===== config.mk =====
export PLATFORM = sky130hd
export DESIGN_NAME = pose_gesture_command_fsm_unit
export DESIGN_NICKNAME = d
export VERILOG_FILES = /design/src/hdl/pgc_pkg.sv /design/src/hdl/pgc_pick.sv /design/src/hdl/pose_gesture_command_fsm_unit.sv
export SDC_FILE = /design/constraint.sdc
export NUM_CORES = 1
export LEC_CHECK = 0
export BUFFER_PORTS_ARGS = -buffer_cell sky130_fd_sc_hd__buf_2
export CORE_MARGIN = 4
export CORE_UTILIZATION = 50
export CTS_CLUSTER_SIZE = 40
export DETAILED_ROUTE_END_ITERATION = 10
export PLACE_DENSITY = 0.74
export SLEW_MARGIN = 30
export SYNTH_ARGS = -nofsm -noshare
export SYNTH_HDL_FRONTEND = slang
export SYNTH_SLANG_ARGS = --single-unit

===== constraint.sdc =====
create_clock -name aclk -period 7.19 [get_ports aclk]
set_input_delay 1.438 -clock aclk [delete_from_list [all_inputs] [get_ports aclk]]
set_output_delay 1.438 -clock aclk [all_outputs]
set_load 0.05 [all_outputs]

===== src/hdl/pgc_pkg.sv =====
`default_nettype none
package pgc_pkg;

    localparam int FACE_W = 16;
    localparam int POS_W = 16;
    localparam int TURN_W = 15;
    localparam int CFG_IDX_W = 2;
    localparam int CFG_DATA_W = 16;
    localparam int S_TDATA_W = 40;
    localparam int M_TDATA_W = 8;

    localparam logic [CFG_IDX_W-1:0] REG_FACE_THRESHOLD = 2'd0;
    localparam logic [CFG_IDX_W-1:0] REG_TURN_ENTER = 2'd1;
    localparam logic [CFG_IDX_W-1:0] REG_TURN_EXIT = 2'd2;

    localparam logic [FACE_W-1:0] FACE_THRESHOLD_RST = 16'd19661;
    localparam logic [TURN_W-1:0] TURN_ENTER_RST = 15'd8192;
    localparam logic [TURN_W-1:0] TURN_EXIT_RST = 15'd4096;

    typedef enum logic [2:0] {
        ST_NONE = 3'd0,
        ST_FORWARD = 3'd1,
        ST_RIGHT = 3'd2,
        ST_LEFT = 3'd3,
        ST_BACKWARD = 3'd4,
        ST_SIT = 3'd5,
        ST_STOP = 3'd6,
        ST_HI = 3'd7
    } status_t;

    typedef enum logic [2:0] {
        CMD_BALANCE = 3'd0,
        CMD_CRAWL_FORWARD = 3'd1,
        CMD_BACK = 3'd2,
        CMD_WALK_LEFT = 3'd3,
        CMD_WALK_RIGHT = 3'd4,
        CMD_SIT = 3'd5,
        CMD_HI = 3'd6
    } command_t;

    typedef struct packed {
        logic [FACE_W-1:0] face_threshold;
        logic [TURN_W-1:0] turn_enter;
        logic [TURN_W-1:0] turn_exit;
    } thresholds_t;

    typedef struct packed {
        logic crouching;
        logic arm_forward;
        logic arm_spread;
        logic arm_raised;
        logic signed [POS_W-1:0] pos_x;
        logic [FACE_W-1:0] face_score;
    } frame_t;

    function automatic command_t command_of(input status_t s);
        command_t c;
        case (s)
            ST_FORWARD: c = CMD_CRAWL_FORWARD;
            ST_RIGHT: c = CMD_WALK_RIGHT;
            ST_LEFT: c = CMD_WALK_LEFT;
            ST_BACKWARD: c = CMD_BACK;
            ST_SIT: c = CMD_SIT;
            ST_HI: c = CMD_HI;
            default: c = CMD_BALANCE;
        endcase
        return c;
    endfunction

endpackage
`default_nettype wire


===== src/hdl/pgc_pick.sv =====
`default_nettype none
module pgc_pick (
    input  wire pgc_pkg::frame_t      frame,
    input  wire pgc_pkg::thresholds_t thr,
    input  wire pgc_pkg::status_t     current_status,
    output pgc_pkg::status_t          candidate
);

    logic signed [pgc_pkg::POS_W:0] x;
    logic signed [pgc_pkg::POS_W:0] enter;
    logic signed [pgc_pkg::POS_W:0] leave;
    logic present;
    logic stop_gesture;
    pgc_pkg::status_t s;

    assign x = {frame.pos_x[pgc_pkg::POS_W-1], frame.pos_x};
    assign enter = {2'b00, thr.turn_enter};
    assign leave = {2'b00, thr.turn_exit};
    assign present = frame.face_score >= thr.face_threshold;
    assign stop_gesture = frame.arm_forward | frame.crouching;

    always_comb begin
        s = current_status;
        case (current_status) inside
            pgc_pkg::ST_NONE, pgc_pkg::ST_FORWARD: begin
                s = present ? pgc_pkg::ST_FORWARD : pgc_pkg::ST_NONE;
                if (x > enter) s = pgc_pkg::ST_RIGHT;
                if (x < -enter) s = pgc_pkg::ST_LEFT;
                if (frame.arm_raised) s = pgc_pkg::ST_BACKWARD;
                if (frame.arm_spread) s = pgc_pkg::ST_SIT;
                if (stop_gesture) s = pgc_pkg::ST_STOP;
            end
            pgc_pkg::ST_RIGHT, pgc_pkg::ST_LEFT: begin
                if ((-leave < x) && (x < leave)) s = pgc_pkg::ST_NONE;
                if (frame.arm_raised) s = pgc_pkg::ST_BACKWARD;
                if (stop_gesture) s = pgc_pkg::ST_STOP;
            end
            pgc_pkg::ST_BACKWARD: begin
                if (!frame.arm_raised) s = pgc_pkg::ST_NONE;
            end
            pgc_pkg::ST_SIT: begin
                if (!frame.arm_spread) s = pgc_pkg::ST_NONE;
            end
            default: begin
                if (frame.crouching) begin
                    s = frame.arm_forward ? pgc_pkg::ST_HI : pgc_pkg::ST_STOP;
                end else if (!frame.arm_forward) begin
                    s = pgc_pkg::ST_NONE;
                end
            end
        endcase
    end

    assign candidate = present ? s : pgc_pkg::ST_NONE;

endmodule
`default_nettype wire


===== src/hdl/pose_gesture_command_fsm_unit.sv =====
`default_nettype none
// Channel   Direction  Payload
// s_        in         tdata: face_score, pos_x, arm_raised, arm_spread, arm_forward,
//                      crouching
// m_        out        tdata: command, status
// cfg_      in         cfg_index, cfg_data: threshold register writes
//
// An item is taken into an input register and decided there once the output can take
// it: the candidate, run filter and commit update state and load the result register.
// One item per cycle is sustained while m_tready holds; m_tvalid rises only on commit.
// A stalled result holds the input register, and with it s_tready, whether or not
// the waiting item gives a result.
// Reset is synchronous on aresetn low and restores thresholds and empty history;
// s_tready and cfg_ready stay low while it is held.
module pose_gesture_command_fsm_unit #(
    parameter int FILTER_DEPTH = 4
) (
    input  wire                              aclk,
    input  wire                              aresetn,
    input  wire                              s_tvalid,
    output logic                             s_tready,
    // face_score[15:0], pos_x[31:16], arm_raised[32], arm_spread[33],
    // arm_forward[34], crouching[35], zero[39:36]
    input  wire  [pgc_pkg::S_TDATA_W-1:0]    s_tdata,
    output logic                             m_tvalid,
    input  wire                              m_tready,
    // command[2:0], status[5:3], zero[7:6]
    output logic [pgc_pkg::M_TDATA_W-1:0]    m_tdata,
    input  wire                              cfg_valid,
    output logic                             cfg_ready,
    input  wire  [pgc_pkg::CFG_IDX_W-1:0]    cfg_index,
    input  wire  [pgc_pkg::CFG_DATA_W-1:0]   cfg_data
);

    localparam int CW = $clog2(FILTER_DEPTH + 1);
    localparam logic [CW-1:0] DEPTH = CW'(FILTER_DEPTH);
    localparam logic [CW-1:0] ONE = CW'(1);

    pgc_pkg::thresholds_t thr_reg;
    pgc_pkg::frame_t frame_reg;
    logic in_valid_reg;
    pgc_pkg::status_t status_reg;
    pgc_pkg::status_t last_reg;
    logic [CW-1:0] run_reg;
    logic [CW-1:0] fill_reg;
    logic out_valid_reg;
    pgc_pkg::command_t out_cmd_reg;
    pgc_pkg::status_t out_status_reg;

    pgc_pkg::status_t candidate;
    logic [CW-1:0] run_next;
    logic [CW-1:0] fill_next;
    logic commit;
    logic advance;

    assign cfg_ready = aresetn;

    always_ff @(posedge aclk) begin
        if (!aresetn) begin
            thr_reg.face_threshold <= pgc_pkg::FACE_THRESHOLD_RST;
            thr_reg.turn_enter <= pgc_pkg::TURN_ENTER_RST;
            thr_reg.turn_exit <= pgc_pkg::TURN_EXIT_RST;
        end else if (cfg_valid) begin
            case (cfg_index)
                pgc_pkg::REG_FACE_THRESHOLD: thr_reg.face_threshold <= cfg_data;
                pgc_pkg::REG_TURN_ENTER: thr_reg.turn_enter <= cfg_data[pgc_pkg::TURN_W-1:0];
                pgc_pkg::REG_TURN_EXIT: thr_reg.turn_exit <= cfg_data[pgc_pkg::TURN_W-1:0];
                default: ;
            endcase
        end
    end

    pgc_pick u_pick (
        .frame          (frame_reg),
        .thr            (thr_reg),
        .current_status (status_reg),
        .candidate      (candidate)
    );

    always_comb begin
        if ((fill_reg != '0) && (candidate == last_reg)) begin
            run_next = (run_reg < DEPTH) ? run_reg + ONE : run_reg;
        end else begin
            run_next = ONE;
        end
        fill_next = (fill_reg < DEPTH) ? fill_reg + ONE : fill_reg;
        commit = run_next >= fill_next;
    end

    assign advance = in_valid_reg && (!out_valid_reg || m_tready);
    assign s_tready = aresetn && (!in_valid_reg || advance);

    always_ff @(posedge aclk) begin
        if (!aresetn) begin
            in_valid_reg <= 1'b0;
        end else if (s_tready) begin
            in_valid_reg <= s_tvalid;
        end
    end

    always_ff @(posedge aclk) begin
        if (s_tready && s_tvalid) begin
            frame_reg <= s_tdata[$bits(pgc_pkg::frame_t)-1:0];
        end
    end

    always_ff @(posedge aclk) begin
        if (!aresetn) begin
            status_reg <= pgc_pkg::ST_NONE;
            last_reg <= pgc_pkg::ST_NONE;
            run_reg <= '0;
            fill_reg <= '0;
        end else if (advance) begin
            run_reg <= run_next;
            fill_reg <= fill_next;
            last_reg <= candidate;
            if (commit) begin
                status_reg <= candidate;
            end
        end
    end

    always_ff @(posedge aclk) begin
        if (!aresetn) begin
            out_valid_reg <= 1'b0;
        end else if (advance) begin
            out_valid_reg <= commit;
        end else if (m_tready) begin
            out_valid_reg <= 1'b0;
        end
    end

    always_ff @(posedge aclk) begin
        if (advance && commit) begin
            out_cmd_reg <= pgc_pkg::command_of(candidate);
            out_status_reg <= candidate;
        end
    end

    assign m_tvalid = out_valid_reg;
    assign m_tdata = {2'b00, out_status_reg, out_cmd_reg};

endmodule
`default_nettype wire

==> flow_summary.yaml, run 1 <==
outcome:
  status: "finished, final reports clean"
worst_setup_path:
  crit_fanout: 11
  end_kind: "flop"
  critPathKind: "flop to flop"
  critPathArrivalTime_ps: 5880
  crit_start: "thr_reg[1]"
  r2r_start: "thr_reg[1]"
  start_kind: "flop"
  slowest_stage: "nor4_1"
  slowest_delay_ps: 570
  critPathRequiredTime_ps: 7410
power:
  p_leak_nw: 2.92
  p_seq_share_pct: 46.2
  switchingPower_mw: 0.424
  total_power_mw: 1.41
  comb_power_share_pct: 19.8
  internal_power_mw: 0.990
  switching_share_pct: 30.0
  power_density_nw_per_um2: 199
  clock_power_share_pct: 34.0
  peakVddDrop_mv: 0.166
synth:
  synthFlopType: "dfxtp_1"
  syn_avg_cell_area_sq_um: 8.94
  netlist_area_sq_um: 6340
  yosysSeqAreaShare_pct: 38.8
  ys_types: 66
  synthTopCellsByArea: "edfxtp_1, dfxtp_1, ha_1, nand2_1, a21oi_1"
  synth-xor-area-share_pct: 3.45
  synth.largest_area_cell: "edfxtp_1"
  synth_top_family_by_area: "simple AND/OR/NAND/NOR gates"
  synth_common_cells: "nand2_1, ha_1, a21oi_1, inv_1, dfxtp_1"
  synth_edf_count: 42
  yosys_warnings: 0
  ys_ff_latch: 102
  synthMuxAreaShare_pct: 1.03
  async_flop_share_pct: 0
  synth-simple-area-share_pct: 18.5
  synth_compound_gate_area_share_pct: 15.6
  yosys.area_share.adder_pct: 16.8
  syn_inst: 709
  synth_top_area_share_pct: 19.9
  yosysMostFrequentCell: "nand2_1"
cells_and_area:
  fillers: 1110
  final_core_util_pct: 58.2
  areaGrowthSynthToFinish_pct: 12.1
  diodes: 0
  nNetsFinal: 916
  largest_reg_flops: 46
  final_layout_size_suffix_gt1_share_pct: 14.1
timing:
  drv_slew: 0
  tightest_slew_ps: 892
  fin_skew_ps: 5.79
  min_period_ps: 5660
  relSlewSlack_pct: 40.6
  fin_crit_sh_pct: 78.7
  finalSetupViolCount: 0
  finalHoldViolCount: 0
  tns_ps: 0
  max_freq_ghz: 0.177
  layout_setup_ws_ps: 1530
  hold_ws_ps: 462
  rsz0062_at_grt: "false"
clocking:
  clk_pin_slew_ps: 70
  clk_latency_ps: 350
  cts-root-buf: "clkbuf_16"
  cts_hold_buf: 0
  post_cts_resized: 0
  post-cts-setup-buffers: 0
  htree_levels: 3
  cts_buffer_depth: 2
  cts_inserted_buffers: 9
  cts.sinks: 102
  cts_tree: "built"
floorplanning:
  io_pins: 74
  dieArea_sq_um: 14500
  die_h_um: 121
  core.rowCount: 40
  start_util_pct: 51.9
  core_area_sq_um: 12200
  die_x_um: 121
min_path:
  min_from: "thr_reg[45]"
  hold_path.class: "flop to flop"
placement:
  routabilityCongestion: 0.863
  detailed_place_hpwl_mm: 11.0
  port_buffers: 67
  place_ws_ps: 1320
drt:
  dr.pass1.iters: 5
  postRouteAntennaNets: 0
  vias_per_cell: 5.48
  wl_mm: 14.3
  first_iter_violations: 367
  vias: 5157
  wl_per_cell_um: 15.2
  post-route-drc-count: 0
global_route:
  overflow: 0
  grt_first_pass_wirelength_mm: 23.9
  grt_max_degree: 51
  grt_pass1_vias: 5101
  gr-usage-all-layers_pct: 20.4
  antenna_found_initial: 0
flow_run:
  drv_cap: 0
-- per-stage QoR --
step	std cells	instance area (sq um)
floorplan	710	6340
global placement	925	6820
detailed placement	925	6820
CTS	941	7110
global route	941	7110
finish	941	7110
-- power by group through the flow --
stage	clock network [mW]	registers [mW]	logic (mW)
detailed placement	0	0.665	0.277
global placement	0	0.664	0.264
global route	0.522	0.656	0.319
floorplan	0	0.667	0.199
finish	0.481	0.653	0.280
CTS	0.495	0.652	0.281
-- worst max-delay path, delay by kind of cell (launching register included) --
family	cells	cell delay, ps
compound gates	8	1480
xor+xnor	1	160
fa+ha+maj	3	750
buf+inv	1	90
flops	1	330
mux	1	250
simple gates	11	2480
-- routing by layer --
layer  track usage (%)  vias to the layer above  wire length [um]
met3              4.63                       30               714
met4              8.07                        0               395
met2              33.5                      130              6640
met5                 0                        -                 0
met1              26.2                     2374              6590
li1                  -                     2623                 -
-- area by class of cell --
class                      count  area [sq um]  area share [%]
inverter                      72           270            3.80
clock buffer                   9           225            3.17
timing repair buffer          69           350            4.93
multi-input combinational    514          3530            49.6
clock inverter                 7          65.1           0.915
tap                          168           210            2.96
sequential                   102          2460            34.6
-- final timing paths --
kind / depth (start not counted) / slack, ps / to
min reg2reg: 2 / 460 / thr_reg[45]
min: 2 / 460 / thr_reg[45]
max: 25 / 1530 / status_reg[2]
max reg2reg: 25 / 1530 / status_reg[2]
-- layout by cell type (no fill, tap or decap), drive strengths merged, types with 3 or more instances in the layout --
master	netlist	routed
nand2	112	112
ha	85	85
inv	71	76
a21oi	73	73
buf	4	69
dfxtp	60	60
edfxtp	42	42
nor2	34	34
xnor2	24	24
nand3	23	23
nand4	16	16
o211ai	16	16
o21ai	14	14
nor3	11	11
nand2b	10	10
a21o	10	10
nor2b	9	9
clkbuf	18	9
nor4	6	6
a211oi	6	6
a31oi	5	5
mux2i	5	5
or2	4	4
o31ai	4	4
and4	3	3
and3	3	3
a311o	3	3
and2	3	3
a311oi	3	3
clkinv	1	3
-- cells by family (layout without fill, tap and decap cells) --
logic type	Yosys count	count (layout)
AO/OA/AOI/OAI	150	150
XOR/XNOR	25	25
adder cells (fa/ha/maj)	85	85
buffers and inverters	94	157
flip-flops	102	102
multiplexers	6	6
other	1	2
AND/OR/NAND/NOR	246	246
Power figures use the tool's default switching activity.
==> run 2, diff against run 1 <==
--- a/config.mk
+++ b/config.mk
@@ -5,12 +5,13 @@
 export SDC_FILE = /design/constraint.sdc
 export NUM_CORES = 1
 export LEC_CHECK = 0
+export ABC_AREA = 1
 export BUFFER_PORTS_ARGS = -buffer_cell sky130_fd_sc_hd__buf_2
 export CORE_MARGIN = 4
 export CORE_UTILIZATION = 50
 export CTS_CLUSTER_SIZE = 40
 export DETAILED_ROUTE_END_ITERATION = 10
-export PLACE_DENSITY = 0.74
+export PLACE_DENSITY = 0.77
 export SLEW_MARGIN = 30
 export SYNTH_ARGS = -nofsm -noshare
 export SYNTH_HDL_FRONTEND = slang
==> constraint.sdc (replaced) <==
create_clock -name aclk -period 5 [get_ports aclk]
set_input_delay 1 -clock aclk [delete_from_list [all_inputs] [get_ports aclk]]
set_output_delay 1 -clock aclk [all_outputs]
set_load 0.05 [all_outputs]
==> flow_summary.yaml, run 2 <==
outcome:
  status: "finished, final reports clean"
drt:
  wl_per_cell_um: 12.7
  first_iter_violations: 288
  wl_mm: 12.9
  postRouteAntennaNets: 0
  vias_per_cell: 5.04
  dr.pass1.iters: 4
  vias: 5108
  post-route-drc-count: 0
timing:
  max_freq_ghz: 0.213
  fin_skew_ps: 5.45
  fin_crit_sh_pct: 93.7
  finalSetupViolCount: 0
  drv_slew: 0
  tns_ps: 0
  relSlewSlack_pct: 55.3
  tightest_slew_ps: 667
  min_period_ps: 4680
  finalHoldViolCount: 0
worst_setup_path:
  critPathRequiredTime_ps: 5130
  crit_fanout: 5
  crit_start: "thr_reg[1]"
  r2r_start: "thr_reg[1]"
  slowest_stage: "dfxtp_1"
  start_kind: "flop"
  end_kind: "flop"
  slowest_delay_ps: 310
  critPathKind: "flop to flop"
  cp_common_cell: "nand2_1"
  critPathArrivalTime_ps: 4810
synth:
  yosysSeqAreaShare_pct: 39.0
  yosysMostFrequentCell: "nand2_1"
  netlist_area_sq_um: 6310
  synthTopCellsByArea: "edfxtp_1, dfxtp_1, ha_1, nand2_1, inv_1"
  ys_types: 41
  synth.largest_area_cell: "edfxtp_1"
  yosys_warnings: 0
  synthFlopType: "dfxtp_1"
  synth_edf_count: 42
  syn_inst: 765
  synth_common_cells: "nand2_1, inv_1, ha_1, a21oi_1, dfxtp_1"
  ys_ff_latch: 102
  synth_top_area_share_pct: 20.0
  syn_avg_cell_area_sq_um: 8.25
  async_flop_share_pct: 0
global_route:
  overflow: 0
  grt_use_met1_pct: 25.5
  grt_max_degree: 59
  met2_usage_pct: 27.9
  grt.busiest_layer: "met2"
  antenna_found_initial: 0
  use_met3_pct: 3.55
  grt_first_pass_wirelength_mm: 21.1
  grt_pass1_vias: 4637
  gr-usage-all-layers_pct: 18.2
floorplanning:
  die_h_um: 120
  die_x_um: 120
  dieArea_sq_um: 14500
  io_pins: 74
  core_area_sq_um: 12200
  start_util_pct: 51.9
  core.rowCount: 40
power:
  power_density_nw_per_um2: 291
  p_seq_share_pct: 44.2
  peakVddDrop_mv: 0.290
  comb_power_share_pct: 23.1
  switchingPower_mw: 0.657
  p_leak_nw: 3.46
  switching_share_pct: 30.6
  clock_power_share_pct: 32.7
  internal_power_mw: 1.49
cells_and_area:
  nNetsFinal: 989
  areaGrowthSynthToFinish_pct: 16.7
  final_layout_size_suffix_gt1_share_pct: 18.2
  largest_reg_flops: 46
  final_cell_mix: "nand2_1, inv_1, ha_1"
  stdcell_area_sq_um: 7370
  final_common_cell: "nand2_1"
  multiInputGateArea_sq_um: 3460
  fillers: 1065
  ff_latch_area_sq_um: 2460
  diodes: 0
clocking:
  cts_buffer_depth: 2
  cts_hold_buf: 0
  cts.sinks: 102
  cts_tree: "built"
  htree_levels: 3
  clk_pin_slew_ps: 70
  cts-root-buf: "clkbuf_16"
  cts_inserted_buffers: 9
  clk_latency_ps: 350
placement:
  routabilityCongestion: 0.863
  port_buffers: 67
  detailed_place_hpwl_mm: 9.80
  place_area_sq_um: 6840
min_path:
  hold_path.class: "flop to flop"
  min_from: "thr_reg[39]"
flow_run:
  drv_cap: 0
## run 2: cell types whose count changed in the layout (fill, tap and decap cells not counted), sizes merged, moves of 8 or more
cell,delta
a21o,-8
a21oi,+11
buf,+10
inv,+52
nand2,+27
nand2b,-10
nor2,+15
nor2b,-9
o21ai,+47
xnor2,-21
xor2,+24
## run 2: logic make-up (layout without fill, tap and decap cells)
logic type      count (synthesis)  count (layout)  share of synthesized area [%]
fa+ha+maj                      85              85                           16.9
flops                         102             102                           39.0
compound gates                165             165                           14.2
xor+xnor                       28              28                           3.89
other cells                     1               2                         0.0594
buf+inv                       144             224                           8.76
simple gates                  240             240                           17.2
## run 2: per-stage QoR
step	setup slack [ps]	hold slack (ps)	power, mW	utilization, %	instances
after CTS	7.26	467	2.12	58.7	1004
after floorplan	732	435	1.31	-	766
after global placement	177	449	1.40	56.0	987
final	316	464	2.14	60.6	1014
after detailed placement	85.9	458	1.42	56.2	988
after global routing	-108	486	2.27	60.6	1014
## run 2: area by class of cell
cell class,count,share of cell area [%]
clock buffers,11,3.45
clock inverters,5,0.527
inverters,128,6.57
multi-input cells,520,47.0
flip-flops and latches,102,33.4
well taps,168,2.85
repair buffers,79,6.10
repair inverters,1,0.0679
## run 2: worst paths after layout
check | to | slack (ps) | cells past startpoint
min reg2reg | thr_reg[39] | 460 | 2
min | thr_reg[39] | 460 | 2
max reg2reg | out_status_reg[1] | 320 | 35
max | out_status_reg[1] | 320 | 35
## run 2: critical path: cells and delay by family, from the launching register on
kind	cells	cell delay [ps]
AOI/OAI and AO/OA	2	240
DFF	1	310
adders and majority gates	3	640
buffers and inverters	5	560
and+or+nand+nor	25	2710
## run 2: per-layer routing
layer	vias up	share of wire, %
li1	2705	-
met3	16	5.6
met4	0	1.8
met1	2283	49
met2	104	44
met5	-	0
## run 2: what timing repair did
action                                  4_1_cts  5_1_grt
gates cloned                                  0        1
pin swaps                                     0       23
resized for setup                             2       34
endpoints found under the setup margin        9       10
setup buffers                                 0        9
## run 2: power by group through the flow
stage / registers (mW) / logic [mW] / clock network (mW)
after floorplan: 0.974 / 0.333 / 0
final: 0.948 / 0.496 / 0.701
after global routing: 0.953 / 0.572 / 0.748
after detailed placement: 0.964 / 0.454 / 0
after CTS: 0.946 / 0.461 / 0.717
after global placement: 0.963 / 0.438 / 0
